`config.mk`:
```
export PLATFORM = sky130hd
export DESIGN_NAME = sbsi_setup
export DESIGN_NICKNAME = d
export VERILOG_FILES = /design/src/sv/sbsi_pkg.sv /design/src/sv/sbsi_setup.sv
export SDC_FILE = /design/constraint.sdc
export NUM_CORES = 2
export LEC_CHECK = 0
export BUFFER_PORTS_ARGS = -buffer_cell sky130_fd_sc_hd__buf_2
export CORE_AREA = 2 2 429 431
export DETAILED_ROUTE_END_ITERATION = 8
export DIE_AREA = 0 0 431 433
export PLACE_DENSITY = 0.58
export SLEW_MARGIN = 10
export SYNTH_ARGS = -nofsm -noshare
export SYNTH_HDL_FRONTEND = slang
export SYNTH_SLANG_ARGS = --single-unit
```
`constraint.sdc`:
```
create_clock -name aclk -period 10.21 [get_ports aclk]
set_input_delay 0.5105 -clock aclk [delete_from_list [all_inputs] [get_ports aclk]]
set_output_delay 0.5105 -clock aclk [all_outputs]
set_load 0.01 [all_outputs]
```
`src/sv/sbsi_pkg.sv`:
```
// ----------------------------------------------------------------------------
// sbsi_pkg
// Shared types and constants for the swept box segment intersection block.
// ----------------------------------------------------------------------------
`default_nettype none

package sbsi_pkg;

    localparam int TIME_FRAC_BITS = 16;
    localparam int TIME_W         = TIME_FRAC_BITS + 1;

    localparam int COORD_W  = 32;
    localparam int EXT_W    = 31;
    localparam int DIR_W    = COORD_W + 1;
    localparam int BND_W    = COORD_W + 2;
    localparam int MARGIN_W = 12;

    localparam int DIV_BITS   = 4;
    localparam int DIV_STAGES = (TIME_FRAC_BITS + DIV_BITS - 1) / DIV_BITS;
    localparam int DIV_LAT    = DIV_STAGES + 1;

    localparam int PROD_W = DIR_W + TIME_W + 1;
    localparam int SHF_W  = PROD_W - TIME_FRAC_BITS;
    localparam int PNT_W  = SHF_W + 1;

    localparam logic [TIME_W-1:0] TIME_ONE = {1'b1, {TIME_FRAC_BITS{1'b0}}};
    localparam logic [TIME_W-1:0] TIME_SAT = TIME_ONE + TIME_W'(1);

    localparam int CFG_IDX_W = 3;
    localparam logic [CFG_IDX_W-1:0] CFG_BOX_MIN_X   = 3'd0;
    localparam logic [CFG_IDX_W-1:0] CFG_BOX_MIN_Y   = 3'd1;
    localparam logic [CFG_IDX_W-1:0] CFG_BOX_MIN_Z   = 3'd2;
    localparam logic [CFG_IDX_W-1:0] CFG_BOX_MAX_X   = 3'd3;
    localparam logic [CFG_IDX_W-1:0] CFG_BOX_MAX_Y   = 3'd4;
    localparam logic [CFG_IDX_W-1:0] CFG_BOX_MAX_Z   = 3'd5;
    localparam logic [CFG_IDX_W-1:0] CFG_SIDE_MARGIN = 3'd6;

    localparam logic [MARGIN_W-1:0] MARGIN_RESET = 12'd410;

    localparam logic [1:0] NORM_ZERO = 2'b00;
    localparam logic [1:0] NORM_POS  = 2'b01;
    localparam logic [1:0] NORM_NEG  = 2'b11;

    typedef struct packed {
        logic [2:0][COORD_W-1:0] bmin;
        logic [2:0][COORD_W-1:0] bmax;
        logic [MARGIN_W-1:0]     margin;
    } box_cfg_t;

    typedef struct packed {
        logic [2:0][COORD_W-1:0] start;
        logic [2:0][COORD_W-1:0] fin;
        logic [2:0][EXT_W-1:0]   ext;
    } seg_in_t;

    typedef struct packed {
        logic [2:0][COORD_W-1:0] s;
        logic [2:0][DIR_W-1:0]   d;
        logic [2:0][BND_W-1:0]   lo;
        logic [2:0][BND_W-1:0]   hi;
        logic                    miss;
        logic                    enclosed;
        logic [2:0]              face_neg;
    } side_t;

    typedef struct packed {
        logic                    hit;
        logic [2:0][COORD_W-1:0] pt;
        logic [2:0][1:0]         nrm;
        logic [TIME_W-1:0]       t_val;
    } result_t;

endpackage

`default_nettype wire

```
`src/sv/sbsi_setup.sv`:
```
// ----------------------------------------------------------------------------
// sbsi_setup
// Grows the box, forms directions and classifies each axis against its slab.
// ----------------------------------------------------------------------------
`default_nettype none

module sbsi_setup import sbsi_pkg::*; (
    input  wire logic     aclk,
    input  wire logic     aresetn,
    input  wire logic     en,
    input  wire logic     in_valid,
    input  wire seg_in_t  seg,
    input  wire box_cfg_t cfg,
    output logic          out_valid,
    output side_t         side,
    output logic [2:0][COORD_W-1:0] num,
    output logic [2:0][COORD_W-1:0] den
);

    logic                    v1_reg, v2_reg;
    logic [2:0][COORD_W-1:0] s1_reg, s1_next;
    logic [2:0][DIR_W-1:0]   d1_reg, d1_next;
    logic [2:0][BND_W-1:0]   lo1_reg, lo1_next, hi1_reg, hi1_next;
    side_t                   side_reg, side_next;
    logic [2:0][COORD_W-1:0] num_reg, num_next, den_reg, den_next;

    always_comb begin
        for (int a = 0; a < 3; a++) begin
            s1_next[a]  = seg.start[a];
            d1_next[a]  = {seg.fin[a][COORD_W-1], seg.fin[a]}
                        - {seg.start[a][COORD_W-1], seg.start[a]};
            lo1_next[a] = {{2{cfg.bmin[a][COORD_W-1]}}, cfg.bmin[a]} - {3'b000, seg.ext[a]};
            hi1_next[a] = {{2{cfg.bmax[a][COORD_W-1]}}, cfg.bmax[a]} + {3'b000, seg.ext[a]};
        end
    end

    always_comb begin
        logic [BND_W-1:0] s_w;
        logic [BND_W-1:0] diff;
        logic [DIR_W-1:0] neg_d;
        logic             below, above;
        side_next          = '0;
        side_next.s        = s1_reg;
        side_next.d        = d1_reg;
        side_next.lo       = lo1_reg;
        side_next.hi       = hi1_reg;
        side_next.enclosed = 1'b1;
        num_next           = '0;
        den_next           = '0;
        diff               = '0;
        for (int a = 0; a < 3; a++) begin
            s_w   = {{2{s1_reg[a][COORD_W-1]}}, s1_reg[a]};
            below = $signed(s_w) < $signed(lo1_reg[a]);
            above = $signed(s_w) > $signed(hi1_reg[a]);
            neg_d = -d1_reg[a];
            den_next[a] = COORD_W'(1);
            if (below) begin
                diff = lo1_reg[a] - s_w;
                num_next[a] = diff[COORD_W-1:0];
                den_next[a] = d1_reg[a][COORD_W-1:0];
                side_next.face_neg[a] = 1'b1;
                side_next.enclosed = 1'b0;
                if (d1_reg[a][DIR_W-1] || d1_reg[a] == '0) begin
                    side_next.miss = 1'b1;
                end
            end else if (above) begin
                diff = s_w - hi1_reg[a];
                num_next[a] = diff[COORD_W-1:0];
                den_next[a] = neg_d[COORD_W-1:0];
                side_next.enclosed = 1'b0;
                if (!d1_reg[a][DIR_W-1]) begin
                    side_next.miss = 1'b1;
                end
            end
        end
    end

    always_ff @(posedge aclk) begin
        if (!aresetn) begin
            v1_reg <= 1'b0;
            v2_reg <= 1'b0;
        end else if (en) begin
            v1_reg <= in_valid;
            v2_reg <= v1_reg;
        end
    end

    always_ff @(posedge aclk) begin
        if (en) begin
            s1_reg   <= s1_next;
            d1_reg   <= d1_next;
            lo1_reg  <= lo1_next;
            hi1_reg  <= hi1_next;
            side_reg <= side_next;
            num_reg  <= num_next;
            den_reg  <= den_next;
        end
    end

    assign out_valid = v2_reg;
    assign side      = side_reg;
    assign num       = num_reg;
    assign den       = den_reg;

endmodule

`default_nettype wire

```
Word-level counts from Yosys, hierarchy flattened
Index checks and enable logic that the tools add are counted.

word-level totals
  bits in registers = 985
  latch bits = 0
  bits in writable memories = 0
  bits in read-only memories = 0
  bits of input ports = 493
  output and inout bits = 597
  logic and storage cells = 93
  memories kept = 0

cells by class
  add/sub/neg operators = 18
  $mul = 0
  div/mod/pow operators = 0
  magnitude comparators = 6
  equality and inequality tests = 0
  shifts and indexed selects = 0
  muxes and demuxes = 27
  bitwise gates (word level) = 0
  reduce and logical (&&, ||, !) cells = 7

operators by type and width
  operator                                  number
  two-way mux 32 bit                        12
  subtractor 32 x 32 -> 33 bit              6
  subtractor 32 bit                         6
  adder 32 x 32 -> 33 bit                   3
  greater-than comparator 32 x 33 -> 1 bit  3
  zero test 33 bit                          3
  less-than comparator 32 x 33 -> 1 bit     3
  negation 32 bit                           3
  two-way mux 2 bit                         6
  two-way mux 1 bit                         9
  OR reduction 5 bit                        1
  logical OR 1 bit                          3

Logic depth before layout (Yosys ltp)
  word-level depth = 10
  gate-level depth with buffers = 15
  depth with buffers taken out = 14

Worst setup path after synthesis
No wires, ideal clock.

  kind = reg-to-reg
  start point = reg s1_reg[28] (netlist bit)
  end point = reg side_reg (netlist bit side[4]) (data pin)
  setup time = 0.275 ns
  arrival = 3.229 ns
  data required time = 9.935 ns
  setup slack = 6.706 ns
  stages on the path, launching flop included = 13
  path buffers = 1
  period minus slack after synthesis = 3.504 ns
  path through = edfxtp_1 > ha_1 > a21oi_1 > o21ai_1 > a31o_2 > a2111oi_0 > a221oi_1 > and4_1 > o21ai_1 > nand2_1 > nand2_1 > clkbuf_1 > o221ai_1

RTL lines
  what                    RTL line          source
  from (decl)             sbsi_setup.sv:21  logic [2:0][COORD_W-1:0] s1_reg, s1_next;
  from (signal assigned)  sbsi_setup.sv:90  s1_reg <= s1_next;
  to (signal assigned)    sbsi_setup.sv:94  side_reg <= side_next;
  to (decl)               sbsi_setup.sv:24  side_t side_reg, side_next;

==> impl_metrics.yaml <==
run_status:
  status: "finished, final reports clean"
clocking:
  cts-root-buf: "clkbuf_16"
  cts_sinks: 985
  cts_tree: "built"
  htreeDepth: 3
  ctsResizeCount: 0
  clock_tree.buffer_depth: 3
  post_cts_buffers: 0
  clkSlewWorstSetupHoldPaths_ns: 0.06
  cts_inserted_buffers: 119
  clk_latency_ns: 0.79
  holdBufCountCts: 100
sta:
  slew_headroom_pct: 19.4
  final.min_clock_period_ns: 5.32
  period_share_pct: 52.1
  worst_slew_pin_slew_ns: 1.18
  skew_ns: 0.0263
  rsz0062_at_grt: "false"
  setup_viol: 0
  slew_viol_final: 0
  fmax_mhz: 188
  finalHoldViolCount: 0
  setup-tns-final_ns: 0
synth:
  synth_seq_cells: 985
  synth_top_area_share_pct: 49.3
  yosysUniqueCellTypes: 91
  async_flop_share_pct: 0
  syn-instance-count: 5541
  synthFlopType: "edfxtp_1"
  syn_area_mm2: 0.0599
  synth_area_per_cell_um2: 10.8
  yosysWarnings: 0
  synth_area_leader_cell: "edfxtp_1"
  ys_seq_area_share_pct: 49.4
  ys_top_cells_by_area: "edfxtp_1, ha_1, inv_1"
  synth_edf_count: 983
  synth.net_count: 6625
floorplan:
  io_pins: 1090
  fp.dieW_um: 431
  die_y_um: 433
  start_util_pct: 32.9
  coreArea_mm2: 0.182
  num_rows: 157
  dieArea_mm2: 0.187
global_route:
  antenna_found_initial: 69
  grt_usage_pct: 24.3
  grt_max_degree: 173
  grt_overflow_total: 0
  grt_pass1_wl_um: 327000
  grt_pass1_vias: 46700
cells_and_area:
  final_cell_mix: "buf_2, edfxtp_1, inv_1"
  drive_gt1_share_pct: 19.7
  syn2layout_area_growth_pct: 22.4
  largest_reg_flops: 398
  final_common_cell: "buf_2"
  nets: 7864
  fillers: 17700
critical_path:
  critPathMaxStageDelay_ns: 1.02
  cp_max_fo: 39
  crit_path_top_delay_cell: "a21oi_4"
  path_cells: "inv_1 -> ha_1 -> nand4_1 -> nor2_1 -> nand4_1 -> a31o_2 -> a41oi_4 -> buf_4 -> inv_2 -> a21oi_4 -> o21ai_0 -> o21ai_0"
  crit_type: "reg -> reg"
  cp.required_ns: 10.84
  cp.buffers_inverters: 3
  critPathLaunchType: "flop"
  worst_setup_path_end_kind: "flop"
  cpLargestDelayFamily: "compound AO/OA/AOI/OAI gates"
  worstPathArrival_ns: 5.95
pwr:
  vdd_drop_max_uv: 148
  total_power_mw: 14.6
  power_density_mw_per_mm2: 200
  p_leak_nw: 32.5
drt:
  wl_per_cell_um: 25.5
  via_per_inst: 5.29
  first_iter_violations: 4184
  antenna_left: 0
  wirelength_um: 237000
  via_count: 49100
  first_pass_iters: 6
  drcViolationCount: 0
placement:
  io_buffer_count: 1077
  gp_congestion: 1.02
  dp_hpwl_um: 194000
worst_hold_path:
  holdCritPathClass: "in -> reg"
flow_run:
  drv_cap: 0
-- metal layers --
layer  vias up  track usage (%)  part of all wire [%]
met1     23800             28.9                    39
met5         -                0                  0.12
li1      22900                -                     -
met4        40             12.8                   5.8
met3       452             6.13                   7.8
met2      1859             40.4                    47
-- cell type report --
cell class	instances	area [µm²]	share of cell area [%]
flip-flops and latches	985	29600	40.4
clock buffers	139	3070	4.20
inverters	648	2430	3.32
multi-input cells	3819	27600	37.7
well taps	2385	2980	4.07
clock inverters	81	860	1.17
diodes	21	52.6	0.0718
repair buffers	1207	6680	9.12
-- through the flow --
stage,utilization (%),worst slack [ns],hold slack (ns),instance area [µm²],cells
2_1_floorplan,-,6.71,0.426,59900,5541
3_3_place_gp,37.5,4.89,0.433,68200,8944
3_5_place_dp,37.5,4.90,0.436,68200,8944
4_1_cts,40.2,4.86,0.00267,73200,9264
5_1_grt,40.2,4.64,0.0418,73200,9278
6_report,40.2,4.89,0.0827,73200,9285
-- final timing paths --
path	depth (start not counted)	to	slack, ns	start
worst max-delay path	12	den[28]	4.89	s1_reg[28]
worst min-delay path	1	s1_reg[38]	0.08	seg[227]
worst max register to register	12	den[28]	4.89	s1_reg[28]
worst min register to register	0	side[47]	0.45	hi1_reg[42]
-- power breakdown --
part	switching, mW	total, mW	internal [mW]
Sequential	0.466	5.76	5.29
Clock	1.84	4.37	2.53
Combinational	2.81	4.50	1.69
Total	5.12	14.6	9.52
-- synthesized netlist by cell type, types with 23 or more instances --
library cell  instances
a211oi_1             51
a21boi_0             23
a21o_1              265
a21oi_1             447
a22o_1               33
a31oi_1              73
and2_1               23
and3_1               30
clkbuf_1             78
edfxtp_1            983
ha_1                576
inv_1               647
nand2_1             288
nand2b_1             78
nand3_1              92
nand4_1              59
nor2_1              293
nor2b_1              77
nor3_1               93
o211ai_1             28
o21a_1               83
o21ai_0             318
o21bai_1             51
o22ai_1              39
o31ai_1              28
or3_1                45
xnor2_1             258
xor2_1              129
-- worst register-to-register path: cells and delay by family (launching register included) --
family / cells / cell delay (ns)
AOI/OAI and AO/OA: 5 / 2.43
DFF: 1 / 0.47
buffers and inverters: 3 / 0.95
and+or+nand+nor: 3 / 0.89
adders and majority gates: 1 / 0.42
-- cell families after synthesis --
group | synth area share [%]
AO/OA/AOI/OAI | 17.5
XOR/XNOR | 5.66
adder cells (fa/ha/maj) | 12.5
buffers and inverters | 4.66
flip-flops | 49.4
multiplexers | 0.222
AND/OR/NAND/NOR | 10.0
No activity file was read; power rests on OpenSTA's default activity.
