<file path="src/sv/sbsi_pkg.sv">
// ----------------------------------------------------------------------------
// sbsi_pkg
// Shared types and constants for the swept box segment intersection block.
// ----------------------------------------------------------------------------
`default_nettype none

package sbsi_pkg;

    localparam int TIME_FRAC_BITS = 16;
    localparam int TIME_W         = TIME_FRAC_BITS + 1;

    localparam int COORD_W  = 32;
    localparam int EXT_W    = 31;
    localparam int DIR_W    = COORD_W + 1;
    localparam int BND_W    = COORD_W + 2;
    localparam int MARGIN_W = 12;

    localparam int DIV_BITS   = 4;
    localparam int DIV_STAGES = (TIME_FRAC_BITS + DIV_BITS - 1) / DIV_BITS;
    localparam int DIV_LAT    = DIV_STAGES + 1;

    localparam int PROD_W = DIR_W + TIME_W + 1;
    localparam int SHF_W  = PROD_W - TIME_FRAC_BITS;
    localparam int PNT_W  = SHF_W + 1;

    localparam logic [TIME_W-1:0] TIME_ONE = {1'b1, {TIME_FRAC_BITS{1'b0}}};
    localparam logic [TIME_W-1:0] TIME_SAT = TIME_ONE + TIME_W'(1);

    localparam int CFG_IDX_W = 3;
    localparam logic [CFG_IDX_W-1:0] CFG_BOX_MIN_X   = 3'd0;
    localparam logic [CFG_IDX_W-1:0] CFG_BOX_MIN_Y   = 3'd1;
    localparam logic [CFG_IDX_W-1:0] CFG_BOX_MIN_Z   = 3'd2;
    localparam logic [CFG_IDX_W-1:0] CFG_BOX_MAX_X   = 3'd3;
    localparam logic [CFG_IDX_W-1:0] CFG_BOX_MAX_Y   = 3'd4;
    localparam logic [CFG_IDX_W-1:0] CFG_BOX_MAX_Z   = 3'd5;
    localparam logic [CFG_IDX_W-1:0] CFG_SIDE_MARGIN = 3'd6;

    localparam logic [MARGIN_W-1:0] MARGIN_RESET = 12'd410;

    localparam logic [1:0] NORM_ZERO = 2'b00;
    localparam logic [1:0] NORM_POS  = 2'b01;
    localparam logic [1:0] NORM_NEG  = 2'b11;

    typedef struct packed {
        logic [2:0][COORD_W-1:0] bmin;
        logic [2:0][COORD_W-1:0] bmax;
        logic [MARGIN_W-1:0]     margin;
    } box_cfg_t;

    typedef struct packed {
        logic [2:0][COORD_W-1:0] start;
        logic [2:0][COORD_W-1:0] fin;
        logic [2:0][EXT_W-1:0]   ext;
    } seg_in_t;

    typedef struct packed {
        logic [2:0][COORD_W-1:0] s;
        logic [2:0][DIR_W-1:0]   d;
        logic [2:0][BND_W-1:0]   lo;
        logic [2:0][BND_W-1:0]   hi;
        logic                    miss;
        logic                    enclosed;
        logic [2:0]              face_neg;
    } side_t;

    typedef struct packed {
        logic                    hit;
        logic [2:0][COORD_W-1:0] pt;
        logic [2:0][1:0]         nrm;
        logic [TIME_W-1:0]       t_val;
    } result_t;

endpackage

`default_nettype wire

</file>
<file path="src/sv/sbsi_div.sv">
// ----------------------------------------------------------------------------
// sbsi_div
// Pipelined restoring divider for one slab entry time, saturating above one.
// ----------------------------------------------------------------------------
`default_nettype none

module sbsi_div import sbsi_pkg::*; (
    input  wire logic               aclk,
    input  wire logic               en,
    input  wire logic [COORD_W-1:0] num,
    input  wire logic [COORD_W-1:0] den,
    output logic [TIME_W-1:0]       t_val
);

    logic [DIV_STAGES:0][COORD_W-1:0]        r_reg, r_next, den_reg, den_next;
    logic [DIV_STAGES:0][TIME_FRAC_BITS-1:0] fr_reg, fr_next;
    logic [DIV_STAGES:0]                     sat_reg, sat_next, ib_reg, ib_next;

    always_comb begin
        logic [COORD_W:0]          rr;
        logic [COORD_W-1:0]        rem;
        logic [TIME_FRAC_BITS-1:0] fq;
        ib_next[0]  = num >= den;
        sat_next[0] = {1'b0, num} >= {den, 1'b0};
        r_next[0]   = ib_next[0] ? num - den : num;
        den_next[0] = den;
        fr_next[0]  = '0;
        for (int k = 1; k <= DIV_STAGES; k++) begin
            rem = r_reg[k-1];
            fq  = fr_reg[k-1];
            for (int j = 0; j < DIV_BITS; j++) begin
                if ((k - 1) * DIV_BITS + j < TIME_FRAC_BITS) begin
                    rr = {rem, 1'b0};
                    if (rr >= {1'b0, den_reg[k-1]}) begin
                        rr = rr - {1'b0, den_reg[k-1]};
                        fq = {fq[TIME_FRAC_BITS-2:0], 1'b1};
                    end else begin
                        fq = {fq[TIME_FRAC_BITS-2:0], 1'b0};
                    end
                    rem = rr[COORD_W-1:0];
                end
            end
            r_next[k]   = rem;
            fr_next[k]  = fq;
            den_next[k] = den_reg[k-1];
            ib_next[k]  = ib_reg[k-1];
            sat_next[k] = sat_reg[k-1];
        end
    end

    always_ff @(posedge aclk) begin
        if (en) begin
            r_reg   <= r_next;
            den_reg <= den_next;
            fr_reg  <= fr_next;
            sat_reg <= sat_next;
            ib_reg  <= ib_next;
        end
    end

    assign t_val = (sat_reg[DIV_STAGES] || (ib_reg[DIV_STAGES] && fr_reg[DIV_STAGES] != '0))
                 ? TIME_SAT : {ib_reg[DIV_STAGES], fr_reg[DIV_STAGES]};

endmodule

`default_nettype wire

</file>
<file path="config.mk">
export PLATFORM = sky130hd
export DESIGN_NAME = sbsi_div
export DESIGN_NICKNAME = d
export VERILOG_FILES = /design/src/sv/sbsi_pkg.sv /design/src/sv/sbsi_div.sv
export SDC_FILE = /design/constraint.sdc
export NUM_CORES = 2
export LEC_CHECK = 0
export BUFFER_PORTS_ARGS = -buffer_cell sky130_fd_sc_hd__buf_2
export CORE_ASPECT_RATIO = 1.2
export CORE_MARGIN = 2
export CORE_UTILIZATION = 55
export CTS_CLUSTER_SIZE = 16
export DETAILED_ROUTE_END_ITERATION = 10
export GPL_ROUTABILITY_DRIVEN = 0
export PLACE_DENSITY = 0.68
export SLEW_MARGIN = 20
export SYNTH_ARGS = -nofsm -noshare
export SYNTH_HDL_FRONTEND = slang
export SYNTH_SLANG_ARGS = --single-unit
</file>
<file path="constraint.sdc">
create_clock -name aclk -period 16.36 [get_ports aclk]
set_input_delay 0.818 -clock aclk [delete_from_list [all_inputs] [get_ports aclk]]
set_output_delay 0.818 -clock aclk [all_outputs]
set_load 0.01 [all_outputs]
</file>
* Word-level counts from Yosys, hierarchy flattened
Cells that the tools add are included.
** Storage, ports and cells
- Bits in registers :: 306
- Word-level logic and storage cells :: 87
- Output and inout bits :: 17
** Cells by class
- $lt $le $gt $ge :: 18
- Muxes and demuxes :: 33
- Reduce and logical (&&, ||, !) cells :: 3
- $add $sub $neg :: 16
** Operators by type and width (number)
- $ge 33x32->1 :: 16
- $mux 32 :: 16
- $sub 32x32->32 :: 16
- $ge 32x33->1 :: 1
- $ge 32x32->1 :: 1
- $mux 17 :: 1
- $mux 1 :: 16
- $reduce_bool 16->1 :: 1
- $logic_and 1x1->1 :: 1
- $logic_or 1x1->1 :: 1

* Depth between registers and ports, before layout
- Word-level depth :: 8
- Mapped depth :: 60
- Mapped depth without buffers :: 52

* Worst setup path before layout
Ideal clock, no wire load.
- Path kind :: flip-flop to flip-flop
- Start :: reg den_reg (netlist bit den_next[64])
- End :: reg r_reg[80] (netlist name) (data pin)
- Setup time :: 0.261 ns
- Clock period less this slack :: 11.428 ns
- Path buffers :: 6
- Stages on the path, launching flop included :: 56
- Arrival time :: 11.167 ns
- Setup slack :: 4.932 ns
- Cells stage by stage :: edfxtp_1 buf_2 inv_1 fa_1 a211oi_1 nor2_1 a221oi_2 o31a_1 a211oi_1 or2_1 a21o_1 and4_1 or4_1 ha_1 nand2_1 nor4_1 nand3_1 o21ba_2 [20 not listed] buf_2 buf_2 mux2_2 ha_1 o21a_1 o21a_1 o21a_1 nor2_1 o22ai_1 o2111ai_1 a31oi_1 o21ba_2 nor2_1 o31a_1 clkbuf_1 buf_2 a311oi_1 a221o_1
** RTL lines
- from (decl) :: RTL line sbsi_div.sv:15 : logic [DIV_STAGES:0][COORD_W-1:0] r_reg, r_next, den_reg, den_next;
- from (signal assigned) :: RTL line sbsi_div.sv:54 : den_reg <= den_next;
- to (signal assigned) :: RTL line sbsi_div.sv:53 : r_reg <= r_next;
- to (decl) :: RTL line sbsi_div.sv:15

==> results.py <==
metrics = {
    "worst_hold_path": {
        "min_path_type": "reg -> reg",
        "hp-start": "fr_reg[56]",
        "hold_end": "fr_reg[76]",
        "hold_depth": 0,
    },
    "worst_setup_path": {
        "path_class": "reg -> reg",
        "critPathMostFrequentCell": "ha_1",
        "end_kind": "flop",
        "r2r-start": "den_next[87]",
        "cp-start-kind": "flop",
        "path_delay_family": "compound AO/OA/AOI/OAI gates",
        "crit_buf_inv": 8,
        "ff2ff_setup_slack_ns": 1.24,
        "worstRegToRegCells": 50,
        "crit_slowest_cell": "a221oi_1",
        "rr_endpoint": "r_reg[66]",
        "crit_fanout": 36,
        "critical_path.max_stage_delay_ns": 0.63,
        "worstPathArrival_ns": 15.46,
        "crit_required_ns": 16.69,
    },
    "cts": {
        "cts_buffers": 36,
        "root_buffer": "clkbuf_16",
        "htreeDepth": 2,
        "clock-sinks": 306,
        "ctsHoldBuffers": 0,
        "insertion_delay_ns": 0.58,
        "cts_tree": "done",
        "clk_path_buf_depth": 3,
        "cts_setup_buffers": 0,
        "cts.clk_slew.worst_paths_ns": 0.07,
        "cts.repair.resized": 0,
    },
    "floorplanning": {
        "design.core.area_sq_mm": 0.0774,
        "die_h_um": 309,
        "io_pins": 83,
        "die_w_um": 259,
        "num_rows": 112,
        "die-area_sq_mm": 0.0800,
        "initial_core_util_pct": 55.3,
    },
    "synthesis": {
        "synth-compound-area-share_pct": 25.7,
        "synth_edf_count": 306,
        "synthDistinctLibCells": 113,
        "ys_seq_elements": 306,
        "yosys_warnings": 0,
        "synth_top_family_by_area": "compound AO/OA/AOI/OAI gates",
        "syn-cell-area_sq_mm": 0.0428,
        "synth_ff_type": "edfxtp_1",
        "async_flop_share_pct": 0,
        "synth_simple_gate_area_share_pct": 15.8,
        "syn_nets": 5663,
        "synth.area.mux_share_pct": 7.77,
        "synth_cells": 5029,
        "ys_seq_area_share_pct": 21.5,
        "synthAdderAreaFrac_pct": 16.7,
        "synth_area_per_cell_sq_um": 8.50,
        "synth_xor_area_share_pct": 8.52,
    },
    "timing": {
        "hold_slack_ns": 0.417,
        "hold_viol": 0,
        "setup_violations": 0,
        "period_share_pct": 92.5,
        "rsz0062_at_grt": "no",
        "maxSlewViolCount": 0,
        "fin_setup_tns_ns": 0,
        "tightest_slew_ns": 1.10,
        "layout_min_cycle_time_ns": 15.12,
        "slew-limit-headroom_pct": 27.0,
        "max_freq_mhz": 66.1,
        "clock-skew-final_ns": 0.0186,
    },
    "placed_design": {
        "hpwl_um": 111000,
        "portBuffers": 82,
    },
    "final_layout": {
        "drive_above_1_share_pct": 9.90,
        "seqCellArea_sq_mm": 0.00919,
        "diodes": 0,
        "synthToLayoutAreaGrowth_pct": 5.97,
        "nets": 5689,
        "n_fill_cell": 7144,
        "multi_input_area_sq_mm": 0.0319,
    },
    "route": {
        "dr.first_iter.drc_count": 3350,
        "drc_errors": 0,
        "wirelength_um": 135000,
        "ant_nets": 0,
        "maxUsedRoutingLayer": "met4",
        "wl_met1_um": 53500,
        "wire_per_inst_um": 22.2,
        "met2_length_um": 64900,
        "dr_wl_met3_um": 8160,
        "firstDrtPassIters": 6,
        "vias_per_cell": 6.38,
        "vias": 39000,
    },
    "grt": {
        "grt_use_total_pct": 33.1,
        "antenna_found_initial": 2,
        "grt_pass1_wl_um": 207000,
        "overflow": 0,
        "grt_pass1_vias": 36700,
        "grt_max_degree": 80,
    },
    "outcome": {
        "status": "finished clean",
    },
    "flow_run": {
        "timing.max_cap.violations": 0,
    },
}
-- worst max-delay path by stage --
stage                 startpoint        end  slack [ns]  cells after the start
floorplan           den_next[64]  r_reg[80]        4.93                     55
global placement    den_next[87]  r_reg[66]        1.61                     51
detailed placement  den_next[87]  r_reg[66]        1.62                     50
CTS                 den_next[87]  r_reg[66]        1.52                     50
global route        den_next[87]  r_reg[66]        0.41                     51
finish              den_next[87]  r_reg[66]        1.24                     50
-- per-layer routing --
layer,vias up,global-route usage [%]
met4,0,19.4
met3,354,3.67
li1,18900,-
met2,1370,57.9
met1,18300,39.2
met5,-,0
-- synthesized netlist by cell type, types with 85 or more instances --
| cell | number | share of area (%) |
|---|---|---|
| ha_1 | 563 | 16 |
| a21oi_1 | 513 | 6.0 |
| nor2_1 | 383 | 3.4 |
| nand2_1 | 341 | 3.0 |
| o21ai_0 | 307 | 3.6 |
| edfxtp_1 | 306 | 21 |
| inv_1 | 288 | 2.5 |
| xnor2_1 | 273 | 5.6 |
| a21o_1 | 219 | 3.8 |
| mux2_2 | 160 | 4.2 |
| xor2_1 | 143 | 2.9 |
| nand3_1 | 113 | 1.3 |
| o21a_1 | 93 | 1.6 |
| nand2b_1 | 91 | 1.3 |
| mux2_4 | 85 | 3.0 |
-- stage by stage --
step / setup slack [ns] / area [sq um] / instances / util [%]
floorplan: 4.93 / 42800 / 5029 / -
global placement: 1.61 / 44100 / 6043 / 57.0
detailed placement: 1.62 / 44100 / 6043 / 57.0
CTS: 1.52 / 45300 / 6107 / 58.6
global route: 0.406 / 45300 / 6107 / 58.6
finish: 1.24 / 45300 / 6107 / 58.6
-- kinds of logic after synthesis --
family | count (synthesis)
flip-flops | 306
XOR/XNOR | 416
AO/OA/AOI/OAI | 1676
adder cells (fa/ha/maj) | 568
multiplexers | 268
AND/OR/NAND/NOR | 1383
buffers and inverters | 412
-- cells in the final DEF (no fill, tap or decap), types with 19 or more instances in the layout --
cell type  Yosys  final
o31ai_1       40     40
nor3_1        81     80
a211o_1       19     19
mux2i_1       21     21
ha_1         563    563
clkbuf_16      0     36
a211oi_1      48     47
and2_1        69     69
nor2b_1       56     56
edfxtp_1     306    306
or2_2         23     25
a31oi_1       50     50
a21oi_1      513    513
nand2b_1      91     90
nor2_1       383    383
nand2_1      341    341
and3_1        35     35
o21bai_1      74     74
nor4_1        28     28
buf_4          5     22
xor2_1       143    143
o211ai_1      32     32
mux2_4        85     85
o21a_1        93     93
xnor2_1      273    273
a21boi_0      19     19
a21o_1       219    219
nand4_1       64     64
or3_1         28     28
mux2_2       160    160
o21ai_0      307    307
a221o_1       29     29
nand3_1      113    113
buf_2         30     81
inv_1        288    288
-- final cells by class --
type / count / area share [%]
flip-flops and latches: 306 / 20.3
clock inverters: 24 / 0.671
well taps: 1026 / 2.83
multi-input cells: 4311 / 70.5
clock buffers: 40 / 2.02
inverters: 296 / 2.45
repair buffers: 104 / 1.29
Power is not shown: default switching activity piles up to over one toggle a cycle in this logic, so the estimate is an artifact.
